**config.mk**
```make
export PLATFORM = sky130hd
export DESIGN_NAME = flba_ctl
export DESIGN_NICKNAME = d
export VERILOG_FILES = /design/src/hw/rtl/assert_macros.svh /design/src/hw/rtl/flba_pkg.sv /design/src/hw/rtl/flba_ctl.sv
export SDC_FILE = /design/constraint.sdc
export NUM_CORES = 1
export LEC_CHECK = 0
export ABC_AREA = 1
export BUFFER_PORTS_ARGS = -buffer_cell sky130_fd_sc_hd__buf_2
export CAP_MARGIN = 20
export CORE_AREA = 4 4 41 43
export DETAILED_ROUTE_END_ITERATION = 8
export DIE_AREA = 0 0 45 47
export MAX_ROUTING_LAYER = met4
export PLACE_DENSITY_LB_ADDON = 0.3
export SYNTH_ARGS = -nofsm -noshare
export SYNTH_HDL_FRONTEND = slang
export SYNTH_SLANG_ARGS = --single-unit
```
**constraint.sdc**
```tcl
create_clock -name clk -period 1.9 [get_ports clk]
set_clock_uncertainty 0.1 [all_clocks]
set_input_delay 0.38 -clock clk [delete_from_list [all_inputs] [get_ports clk]]
set_output_delay 0.38 -clock clk [all_outputs]
set_load 0.05 [all_outputs]
```
**src/hw/rtl/assert_macros.svh**
```systemverilog
// assertion helpers for the rtl
`ifndef ASSERT_MACROS_SVH
`define ASSERT_MACROS_SVH

// same-cycle implication, off during reset
`define ASSERT_IMPLY(label, clk, rst_n, ante, cons, msg) \
    label: assert property (@(posedge clk) disable iff (!rst_n) (ante) |-> (cons)) \
        else $error(msg);

// next-cycle implication, off during reset
`define ASSERT_NEXT(label, clk, rst_n, ante, cons, msg) \
    label: assert property (@(posedge clk) disable iff (!rst_n) (ante) |=> (cons)) \
        else $error(msg);

`endif

```
**src/hw/rtl/flba_pkg.sv**
```systemverilog
`default_nettype none

package flba_pkg;

    // fixed field widths
    localparam int IDX_W    = 10;
    localparam int STATUS_W = 2;
    localparam int POOL_W   = 11;

    // pool size after reset
    localparam logic [POOL_W-1:0] POOL_SIZE_RESET = 11'd1024;

    // request operations
    localparam logic OP_ALLOC = 1'b0;
    localparam logic OP_FREE  = 1'b1;

    // response status codes
    localparam logic [STATUS_W-1:0] STATUS_GRANT = 2'd0;
    localparam logic [STATUS_W-1:0] STATUS_EMPTY = 2'd1;
    localparam logic [STATUS_W-1:0] STATUS_FREED = 2'd2;

    // one response item
    typedef struct packed {
        logic [STATUS_W-1:0] status;
        logic [IDX_W-1:0]    granted_index;
    } result_t;

    // controller to datapath commands
    typedef struct packed {
        logic sweep;
        logic accept;
        logic exec;
    } cmd_t;

    // datapath to controller status
    typedef struct packed {
        logic sweep_last;
        logic buf_full;
    } sts_t;

endpackage

`default_nettype wire

```
**src/hw/rtl/flba_ctl.sv**
```systemverilog
`default_nettype none

module flba_ctl (
    input  wire logic            clk,
    input  wire logic            rst_n,
    input  wire logic            cfg_we,
    input  wire logic            in_valid,
    input  wire flba_pkg::sts_t  sts,
    output flba_pkg::cmd_t       cmd,
    output logic                 in_ready
);

    typedef enum logic [1:0] {
        ST_CLEAR,
        ST_IDLE,
        ST_EXEC
    } state_t;

    state_t state_reg;
    state_t state_next;

    // request side is open only when idle, not being reconfigured, and the
    // response buffer has room
    assign in_ready = (state_reg == ST_IDLE) && !cfg_we && !sts.buf_full;

    // commands to the datapath
    always_comb
    begin
        cmd        = '0;
        cmd.sweep  = (state_reg == ST_CLEAR) && !cfg_we;
        cmd.accept = in_ready && in_valid;
        cmd.exec   = (state_reg == ST_EXEC);
    end

    // next state, a pool size write always restarts the list rebuild
    always_comb
    begin
        state_next = state_reg;
        if (cfg_we)
        begin
            state_next = ST_CLEAR;
        end
        else
        begin
            unique case (state_reg)
                ST_CLEAR:
                begin
                    if (sts.sweep_last)
                    begin
                        state_next = ST_IDLE;
                    end
                end
                ST_IDLE:
                begin
                    if (cmd.accept)
                    begin
                        state_next = ST_EXEC;
                    end
                end
                ST_EXEC:
                begin
                    state_next = ST_IDLE;
                end
                default:
                begin
                    state_next = ST_CLEAR;
                end
            endcase
        end
    end

    // state register
    always_ff @(posedge clk or negedge rst_n)
    begin
        if (!rst_n)
        begin
            state_reg <= ST_CLEAR;
        end
        else
        begin
            state_reg <= state_next;
        end
    end

endmodule

`default_nettype wire

```
# Word-level counts from Yosys, hierarchy flattened
# Index checks and enable logic that the tools add are counted.
totals:
  ff_bits: 2
  in_bits: 6
  wordCells: 17
  out_inout_bits: 4
op_classes:
  reduce_logical: 8
  n_eq_ne: 4
  muxes: 4
ops:
  columns: ["cell", "n"]
  rows:
  - ["2-bit two-way mux", 3]
  - ["3-bit inequality test, second input constant", 2]
  - ["2-bit case mux with 3 select lines", 1]
  - ["1-bit logical AND", 4]
  - ["2-bit by 1-bit == test with 1-bit output, second input constant", 1]
  - ["2-bit == test, second input constant", 1]
  - ["1-bit logical NOT", 2]
  - ["2-bit logical NOT", 1]
  - ["2-bit AND reduction", 1]

# Longest topological paths before layout
# Gate-level depths: netlist (run 1).
logic_depth:
  depth_word: 7
  mapped_depth: 7
  depth_no_buf: 7

# Worst setup path after synthesis (run 1)
# OpenSTA, ideal clock, no wires.
synth_timing:
  path_type: "flip-flop to output port"
  start: "reg state_reg[1]"
  end: "out cmd[2] in the netlist's numbering"
  slack_ns: -0.090
  required_time_ns: 1.420
  path_buffers: 0
  stages_incl_launch_ff: 2
  arrival_time_ns: 1.510
  cell_sequence: "dfrtp_1 > nor3_1"
synth_lines:
  columns: ["item", "line_no", "text"]
  rows:
  - ["from (decl)", "flba_ctl.sv:19", "state_t state_reg;"]
  - ["from (signal assigned)", "flba_ctl.sv:81", "state_reg <= state_next;"]
  - ["to (decl)", "flba_ctl.sv:9", "output flba_pkg::cmd_t cmd,"]

==> run_results.csv, run 1 <==
group,metric,value,unit
logic_synthesis,synth_top_area_share,34.5,%
timing,setup_tns,0,ns
floorplanning,start_util,11.2,%
clock_tree,clk_latency,0.23,ns
worst_setup_path,critPathMaxFanout,4,
timing,rsz0062_at_grt,"false",
routing,drt_iter0_markers,2,
job,cap_violations,0,
pwr,p_per_area,1020,mW/mm^2
routing,wl_per_cell,7.08,um
grt,antenna_found_initial,0,
timing,hold_viol,0,
timing,period_minus_slack,1.72,ns
worst_setup_path,crit_start,"state_reg[1]",
finish,layout-drive-gt1-share,51.4,%
timing,drv_slew,0,
placement,hpwl,280,um
worst_setup_path,critPathLaunchType,"flip-flop",
grt,grt_pass1_wl,662,um
worst_setup_path,critical_path_class,"reg2out",
placement,port_buffers,9,
finish,synthToLayoutAreaGrowth,69.8,%
logic_synthesis,synth_top_area_cell,"dfrtp_1",
run_status,status,"complete, no violations",
finish,diodes,0,
grt,grt_usage,5.38,%
placement,placed_area,214,um^2
routing,postRouteAntennaNets,0,
worst_setup_path,cp.arrival,1.24,ns
logic_synthesis,synth.ff_latch_count,2,
worst_setup_path,rr_worst_depth,6,
logic_synthesis,synth_cell_types,10,
timing,finalSetupViolations,0,
grt,grt_overflow_total,0,
finish,stdcell_area,246,um^2
clock_tree,htreeDepth,1,
finish,largest_reg_flops,2,
timing,clock.fmax,580,MHz
floorplanning,rows,13,
timing,max_slew_margin,83.3,%
timing,tightestPinTransition,0.252,ns
logic_synthesis,avgSynthCellArea,6.60,um^2
finish,final_common_cell,"buf_2",
routing,via_per_inst,3.26,
worst_hold_path,holdPathStages,3,
logic_synthesis,synth_area_leaders,"dfrtp_1 (34%), nand2_1 (13%), nand4_2 (8.6%)",
grt,grt_max_degree,5,
floorplanning,io_pins,10,
routing,remaining_drc_errors,0,
routing,wl,354,um
pwr,p_total,252,uW
finish,nets,43,
placement,gp_congestion,0.670,
logic_synthesis,synth.net_count,28,
worst_hold_path,hold_path.class,"in2reg",
logic_synthesis,syn_inst,22,
routing,num_vias,163,
worst_setup_path,worstSetupEndpointType,"output pin",
pwr,peakVddDrop,0.000170,V
floorplanning,dieArea,0.00212,mm^2
clock_tree,cts.sinks,2,
clock_tree,postCtsSetupRepairBufs,0,
clock_tree,numCtsBuffers,3,
clock_tree,clockRootBuffer,"clkbuf_4",
floorplanning,die_w,45,um
clock_tree,cts_resized,0,
clock_tree,clock_path_buffers,2,
clock_tree,hold_buffers,1,
worst_setup_path,r2r_start,"state_reg[1]",
clock_tree,cts_tree,"yes",
logic_synthesis,yosys_warnings,0,
pwr,p_leak,0.158,nW
finish,final_cell_mix,"buf_2 (9), nand2_1 (5)",
grt,grt_pass1_vias,174,
floorplanning,dieHeight,47,um
logic_synthesis,yosysSeqAreaShare,34.5,%
logic_synthesis,synth_area,145,um^2
worst_hold_path,min_from,"in_valid",
timing,finalCritPeriodShare,90.8,%
worst_setup_path,crit_required,1.42,ns
routing,drt_pass1_iterations,2,
floorplanning,core_area,0.00130,mm^2
clock_tree,clkTransAtPathRegs,0.03,ns
==> kinds of logic (layout without fill, tap and decap cells) <==
group / count (synthesis) / count (layout) / share of synthesized area, %
buffers and inverters: 7 / 20 / 18.1
DFF: 2 / 2 / 34.5
and+or+nand+nor: 13 / 13 / 47.4
==> worst max-delay path: stages (launching register included) <==
cell and delay (ns):
dfrtp_1 0.42, nor2_4 0.15, nand4_2 0.12, inv_1 0.07, buf_2 0.25
==> worst paths after layout <==
| path | endpoint | slack (ns) |
|---|---|---|
| min in group asynchronous | state_reg[0] | 0.37 |
| max reg2reg | state_reg[0] | 0.82 |
| min reg2reg | state_reg[0] | 0.51 |
| max | cmd[1] | 0.18 |
| min | state_reg[1] | 0.35 |
| max in group asynchronous | state_reg[1] | 1.24 |
==> cell usage after synthesis <==
master / instances
nand2_1: 5
inv_1: 3
inv_2: 3
nor2_1: 3
dfrtp_1: 2
nand3_1: 2
clkinv_1: 1
nand4_2: 1
nor2_4: 1
nor3_1: 1
==> layer usage <==
layer | vias up | share of wire, % | GRT usage (%) | routed length [um]
li1 | 93 | - | - | -
met1 | 63 | 44 | 5.67 | 155
met2 | 7 | 44 | 5.37 | 157
met3 | 0 | 11 | 1.53 | 40
met4 | 0 | 0 | 10.5 | 0
met5 | - | 0 | - | 0
==> through the flow <==
step | worst slack [ns] | hold slack, ns | std cells | utilization, %
floorplan | 0.156 | -0.0156 | 22 | -
global placement | 0.376 | 0.0664 | 46 | 16.4
detailed placement | 0.379 | 0.0685 | 46 | 16.4
CTS | 0.144 | 0.347 | 50 | 18.9
global route | 0.0595 | 0.370 | 50 | 18.9
finish | 0.175 | 0.350 | 50 | 18.9
==> cell type report <==
| class | instances | area (um^2) |
|---|---|---|
| fillers | 165 | 1050 |
| multi-input cells | 13 | 73.8 |
| repair buffers | 10 | 55.1 |
| flip-flops and latches | 2 | 50.0 |
| inverters | 7 | 26.3 |
| clock buffers | 3 | 22.5 |
| well taps | 15 | 18.8 |
==> power breakdown <==
group	total, mW	internal [mW]	switching, mW	leakage [nW]
Combinational	0.0956	0.0304	0.0653	0.118
Clock	0.0953	0.0698	0.0255	0.0138
Sequential	0.0613	0.0510	0.0103	0.0262
Power figures use the tool's default switching activity.
==> inputs of run 2 (changes only) <==
--- a/config.mk
+++ b/config.mk
@@ -13,6 +13,7 @@
 export DIE_AREA = 0 0 45 47
 export MAX_ROUTING_LAYER = met4
 export PLACE_DENSITY_LB_ADDON = 0.3
+export SETUP_SLACK_MARGIN = 0.3
 export SYNTH_ARGS = -nofsm -noshare
 export SYNTH_HDL_FRONTEND = slang
 export SYNTH_SLANG_ARGS = --single-unit
==> run 2 against run 1 <==
  * Combinational power is 32% higher
  * Non-clock buffer count up 3
  * Critical endpoint is now in_ready
  * Fmax grew 5.6%
  * Global-route usage rose by 0.90 points
  * Register-to-register slack lost 0.21 ns
  * Hold slack gained 0.0041 ns
  * Sequential power hardly changed
  * Power up 13%
  * Cell count is 6.0% higher
  * Worst setup slack improved by 0.091 ns
  * Cell area rose by 23%
  * Largest cell class is now non-clock buffers
==> run_results.csv, run 2 (synthesis gave the netlist of run 1 again) <==
group,metric,value,unit
routing,num_vias,190,
clock_tree,clkTransAtPathRegs,0.03,ns
grt,grt_max_degree,5,
pwr,p_clk_share,34.0,%
timing,finalCritPeriodShare,86.0,%
worst_setup_path,worstSetupEndpointType,"output pin",
finish,multi_input_area,87.6,um^2
routing,via_per_inst,3.58,
pwr,p_per_area,938,mW/mm^2
worst_setup_path,crit_required,1.42,ns
timing,whs,0.354,ns
clock_tree,htreeDepth,1,
worst_setup_path,critical_path_class,"reg2out",
pwr,swShare,39.6,%
finish,regArea,51.3,um^2
finish,nets,46,
worst_hold_path,holdPathEnd,"state_reg[0]",
clock_tree,clockRootBuffer,"clkbuf_4",
worst_hold_path,holdPathStages,4,
timing,max_slew_margin,83.7,%
clock_tree,cts_tree,"yes",
job,cap_violations,0,
finish,diodes,0,
worst_setup_path,cp.arrival,1.15,ns
clock_tree,clk_latency,0.23,ns
timing,rsz0062_at_grt,"true",
grt,grt_overflow_total,0,
worst_setup_path,rrSetupSlack,0.61,ns
floorplanning,start_util,11.2,%
worst_setup_path,rr_worst_depth,6,
routing,wl,414,um
timing,clock.fmax,612,MHz
finish,final_cell_mix,"buf_2 (6), inv_2 (4), nand2_1 (4), buf_4 (4), clkbuf_4 (3)",
finish,largest_reg_flops,2,
clock_tree,clock_path_buffers,2,
pwr,power_switching,112,uW
routing,drt_pass1_iterations,4,
pwr,peakVddDrop,0.000225,V
floorplanning,rows,13,
routing,wl_per_cell,7.81,um
grt,grt_usage,6.28,%
worst_setup_path,r2r_start,"state_reg[1]",
timing,tightestPinTransition,0.247,ns
finish,layout-drive-gt1-share,65.8,%
grt,grt_pass1_wl,724,um
timing,finalSetupViolations,0,
pwr,power.internal,172,uW
run_status,status,"complete, no violations",
clock_tree,numCtsBuffers,3,
floorplanning,die_w,45,um
worst_setup_path,critPathLaunchType,"flip-flop",
pwr,p_leak,0.170,nW
grt,grt_pass1_vias,184,
pwr,p_seq_share,21.6,%
worst_setup_path,critPathMaxFanout,3,
routing,drt_iter0_markers,5,
finish,nFillCells,158,
worst_setup_path,worstReg2RegEnd,"state_reg[0]",
routing,postRouteAntennaNets,0,
placement,port_buffers,9,
placement,gp_congestion,0.582,
timing,period_minus_slack,1.63,ns
timing,setup_tns,0,ns
timing,hold_viol,0,
placement,hpwl,272,um
clock_tree,cts.sinks,2,
floorplanning,core_area,0.00130,mm^2
worst_hold_path,min_from,"cfg_we",
floorplanning,io_pins,10,
finish,synthToLayoutAreaGrowth,109,%
floorplanning,dieHeight,47,um
grt,antenna_found_initial,0,
floorplanning,dieArea,0.00212,mm^2
worst_hold_path,hold_path.class,"in2reg",
pwr,pwr-share-comb,44.4,%
timing,drv_slew,0,
routing,remaining_drc_errors,0,
finish,final_common_cell,"buf_2",
run 2: power groups by stage:
stage / logic (mW) / registers (mW) / clock network (mW)
global route: 0.138 / 0.0629 / 0.112
CTS: 0.114 / 0.0616 / 0.103
floorplan: 0.0756 / 0.0608 / 0
global placement: 0.0958 / 0.0623 / 0
detailed placement: 0.0956 / 0.0621 / 0
finish: 0.126 / 0.0614 / 0.0965
run 2: worst max-delay path by stage:
stage / slack (ns) / to / start / depth (start not counted)
after floorplan: 0.32 / cmd[0] / state_reg[1] / 2
after global placement: 0.37 / cmd[1] / cfg_we / 5
after detailed placement: 0.39 / cmd[1] / cfg_we / 5
after CTS: 0.24 / in_ready / state_reg[0] / 5
after global routing: 0.19 / in_ready / state_reg[1] / 4
final: 0.27 / in_ready / state_reg[1] / 4
run 2: metrics by stage:
step                cell area (um^2)  cells  total power [mW]  util [%]  setup WS (ns)
floorplan                        153     22             0.136         -          0.317
global placement                 216     46             0.158      16.6          0.373
detailed placement               216     46             0.158      16.6          0.387
CTS                              284     51             0.278      21.8          0.239
global route                     303     53             0.312      23.3          0.191
finish                           303     53             0.284      23.3          0.267
run 2: timing repair:
| action | 4_1_cts | 5_1_grt |
|---|---|---|
| setup endpoints to repair | 2 | 4 |
| pin swaps | 1 | 1 |
| buffers inserted | 1 | 2 |
| endpoints found under the hold margin | 2 | 0 |
| hold buffers | 1 | 0 |
| resized for setup | 8 | 3 |
run 2: per-layer routing:
layer  track usage (%)  vias up  routed length, um
met4              14.0        0                 27
met3              2.68        2                 45
met2              5.65       15                182
li1                  -       97                  -
met1              5.91       76                159
met5                 -        -                  0
run 2: worst max-delay path, cell delays in order (launching register included):
cell and delay (ns):
dfrtp_2 0.43, nor2_4 0.17, nand2_2 0.08, nor2_2 0.09, buf_6 0.16
run 2: layout make-up:
cell class / instances / share of cell area, %
Clock buffer: 3 / 7.44
Inverter: 7 / 8.68
Multi-Input combinational cell: 13 / 28.9
Sequential cell: 2 / 16.9
Tap cell: 15 / 6.20
Timing Repair Buffer: 13 / 31.8
==> inputs of run 3 (changes only) <==
--- a/config.mk
+++ b/config.mk
@@ -8,9 +8,9 @@
 export ABC_AREA = 1
 export BUFFER_PORTS_ARGS = -buffer_cell sky130_fd_sc_hd__buf_2
 export CAP_MARGIN = 20
-export CORE_AREA = 4 4 41 43
+export CORE_AREA = 3 3 40 42
 export DETAILED_ROUTE_END_ITERATION = 8
-export DIE_AREA = 0 0 45 47
+export DIE_AREA = 0 0 43 45
 export MAX_ROUTING_LAYER = met4
 export PLACE_DENSITY_LB_ADDON = 0.3
 export SETUP_SLACK_MARGIN = 0.3
==> run 3 against run 2 <==
  * Register-to-register slack improved by 0.13 ns
  * Largest power group unchanged
  * Critical endpoint unchanged
  * Die area shrank 8.5%
  * Highest routed layer is now met3
  * Cell count shrank 1.9%
  * Combinational power shrank 9.5%
  * Power fell by 5.4%
  * Utilization is 0.48 points lower
==> run_results.csv, run 3 (synthesis gave the netlist of run 1 again) <==
group,metric,value,unit
pwr,p_per_area,918,mW/mm^2
finish,nFillCells,148,
worst_hold_path,hold_path.class,"in2reg",
job,cap_violations,0,
routing,drt_iter0_markers,0,
grt,grt_pass1_vias,182,
clock_tree,clock_path_buffers,2,
run_status,status,"complete, no violations",
timing,clock.fmax,616,MHz
floorplanning,dieArea,0.00194,mm^2
worst_setup_path,cp.arrival,1.14,ns
pwr,peakVddDrop,0.000216,V
timing,finalSetupViolations,0,
timing,rsz0062_at_grt,"true",
finish,layout.cells.non_filler,52,
worst_setup_path,r2r_start,"state_reg[1]",
timing,setup_tns,0,ns
floorplanning,start_util,11.3,%
pwr,p_leak,0.166,nW
finish,nets,45,
routing,remaining_drc_errors,0,
floorplanning,dieHeight,45,um
timing,tightestPinTransition,0.176,ns
grt,grt_overflow_total,0,
clock_tree,htreeDepth,1,
routing,num_vias,178,
finish,regArea,50.0,um^2
timing,period_minus_slack,1.62,ns
floorplanning,io_pins,10,
placement,gp_congestion,0.687,
routing,wl_per_cell,7.25,um
clock_tree,cts_tree,"yes",
finish,final_cell_mix,"clkbuf_4 (5), buf_2 (5), inv_2 (4), nand2_1 (4)",
routing,via_per_inst,3.42,
worst_setup_path,crit_start,"state_reg[1]",
worst_setup_path,crit_required,1.42,ns
grt,grt_max_degree,5,
floorplanning,rows,13,
finish,largest_reg_flops,2,
placement,port_buffers,9,
finish,layout-drive-gt1-share,62.2,%
routing,wl,377,um
worst_hold_path,min_from,"cfg_we",
clock_tree,clk_latency,0.22,ns
floorplanning,die_w,43,um
grt,antenna_found_initial,0,
clock_tree,clockRootBuffer,"clkbuf_4",
placement,placedCellCount,46,
clock_tree,clkTransAtPathRegs,0.03,ns
clock_tree,numCtsBuffers,3,
clock_tree,cts.sinks,2,
worst_setup_path,critical_path_class,"reg2out",
timing,drv_slew,0,
worst_setup_path,critPathLaunchType,"flip-flop",
floorplanning,core_area,0.00128,mm^2
timing,hold_viol,0,
routing,drt_pass1_iterations,1,
timing,finalCritPeriodShare,85.4,%
finish,synthToLayoutAreaGrowth,102,%
worst_setup_path,worstSetupEndpointType,"output pin",
placement,hpwl,297,um
grt,grt_usage,4.97,%
routing,postRouteAntennaNets,0,
finish,multi_input_area,87.6,um^2
grt,grt_pass1_wl,648,um
timing,max_slew_margin,88.3,%
finish,diodes,0,
worst_setup_path,critPathMaxFanout,3,
-- run 3: per-layer routing --
metal / GRT usage (%) / wire [um] / share of wire [%] / vias up
li1: - / - / - / 96
met1: 5.05 / 158 / 42 / 73
met2: 5.99 / 163 / 43 / 9
met3: 3.19 / 54 / 14 / 0
met4: 5.42 / 0 / 0 / 0
met5: - / 0 / 0 / -
-- run 3: path summary, 6_finish.rpt --
check / slack, ns / endpoint / cells past startpoint
min in group asynchronous: 0.37 / state_reg[0] / 2
max in group asynchronous: 1.23 / state_reg[1] / 2
hold reg to reg: 0.51 / state_reg[0] / 3
hold / removal: 0.36 / state_reg[0] / 4
setup / recovery: 0.28 / in_ready / 4
setup reg to reg: 0.74 / state_reg[0] / 5
-- run 3: worst max-delay path, cell delays in order (launching register included) --
cell	delay (ns)
dfrtp_1	0.42
nor2_4	0.18
nand2_2	0.08
nor2_2	0.09
buf_6	0.16
-- run 3: through the flow --
stage / util [%] / total power, mW / hold slack (ns) / cell area, um^2 / setup slack (ns)
2_1_floorplan: - / 0.136 / -0.0156 / 153 / 0.317
3_3_place_gp: 16.8 / 0.159 / 0.0679 / 216 / 0.396
3_5_place_dp: 16.8 / 0.158 / 0.0663 / 216 / 0.384
4_1_cts: 21.8 / 0.271 / 0.345 / 280 / 0.247
5_1_grt: 22.8 / 0.297 / 0.389 / 293 / 0.180
6_report: 22.8 / 0.269 / 0.360 / 293 / 0.277
-- run 3: cell type report --
cell class                 instances  area share, %
clock buffer                       3           7.69
inverter                           7           8.97
sequential                         2           17.1
timing repair buffer              12           29.9
tap                               15           6.41
multi-input combinational         13           29.9
-- run 3: timing repair --
item / in CTS / in global routing
setup endpoints to repair: 2 / 4
hold buffers: 1 / 0
resized for setup: 6 / 3
hold endpoints to repair: 2 / 0
buffers inserted: 1 / 1
pin swaps: 0 / 0
-- run 3: power by group --
group	switching [mW]	internal [mW]
registers	0.0103	0.0510
logic	0.0725	0.0417
clock network	0.0237	0.0696
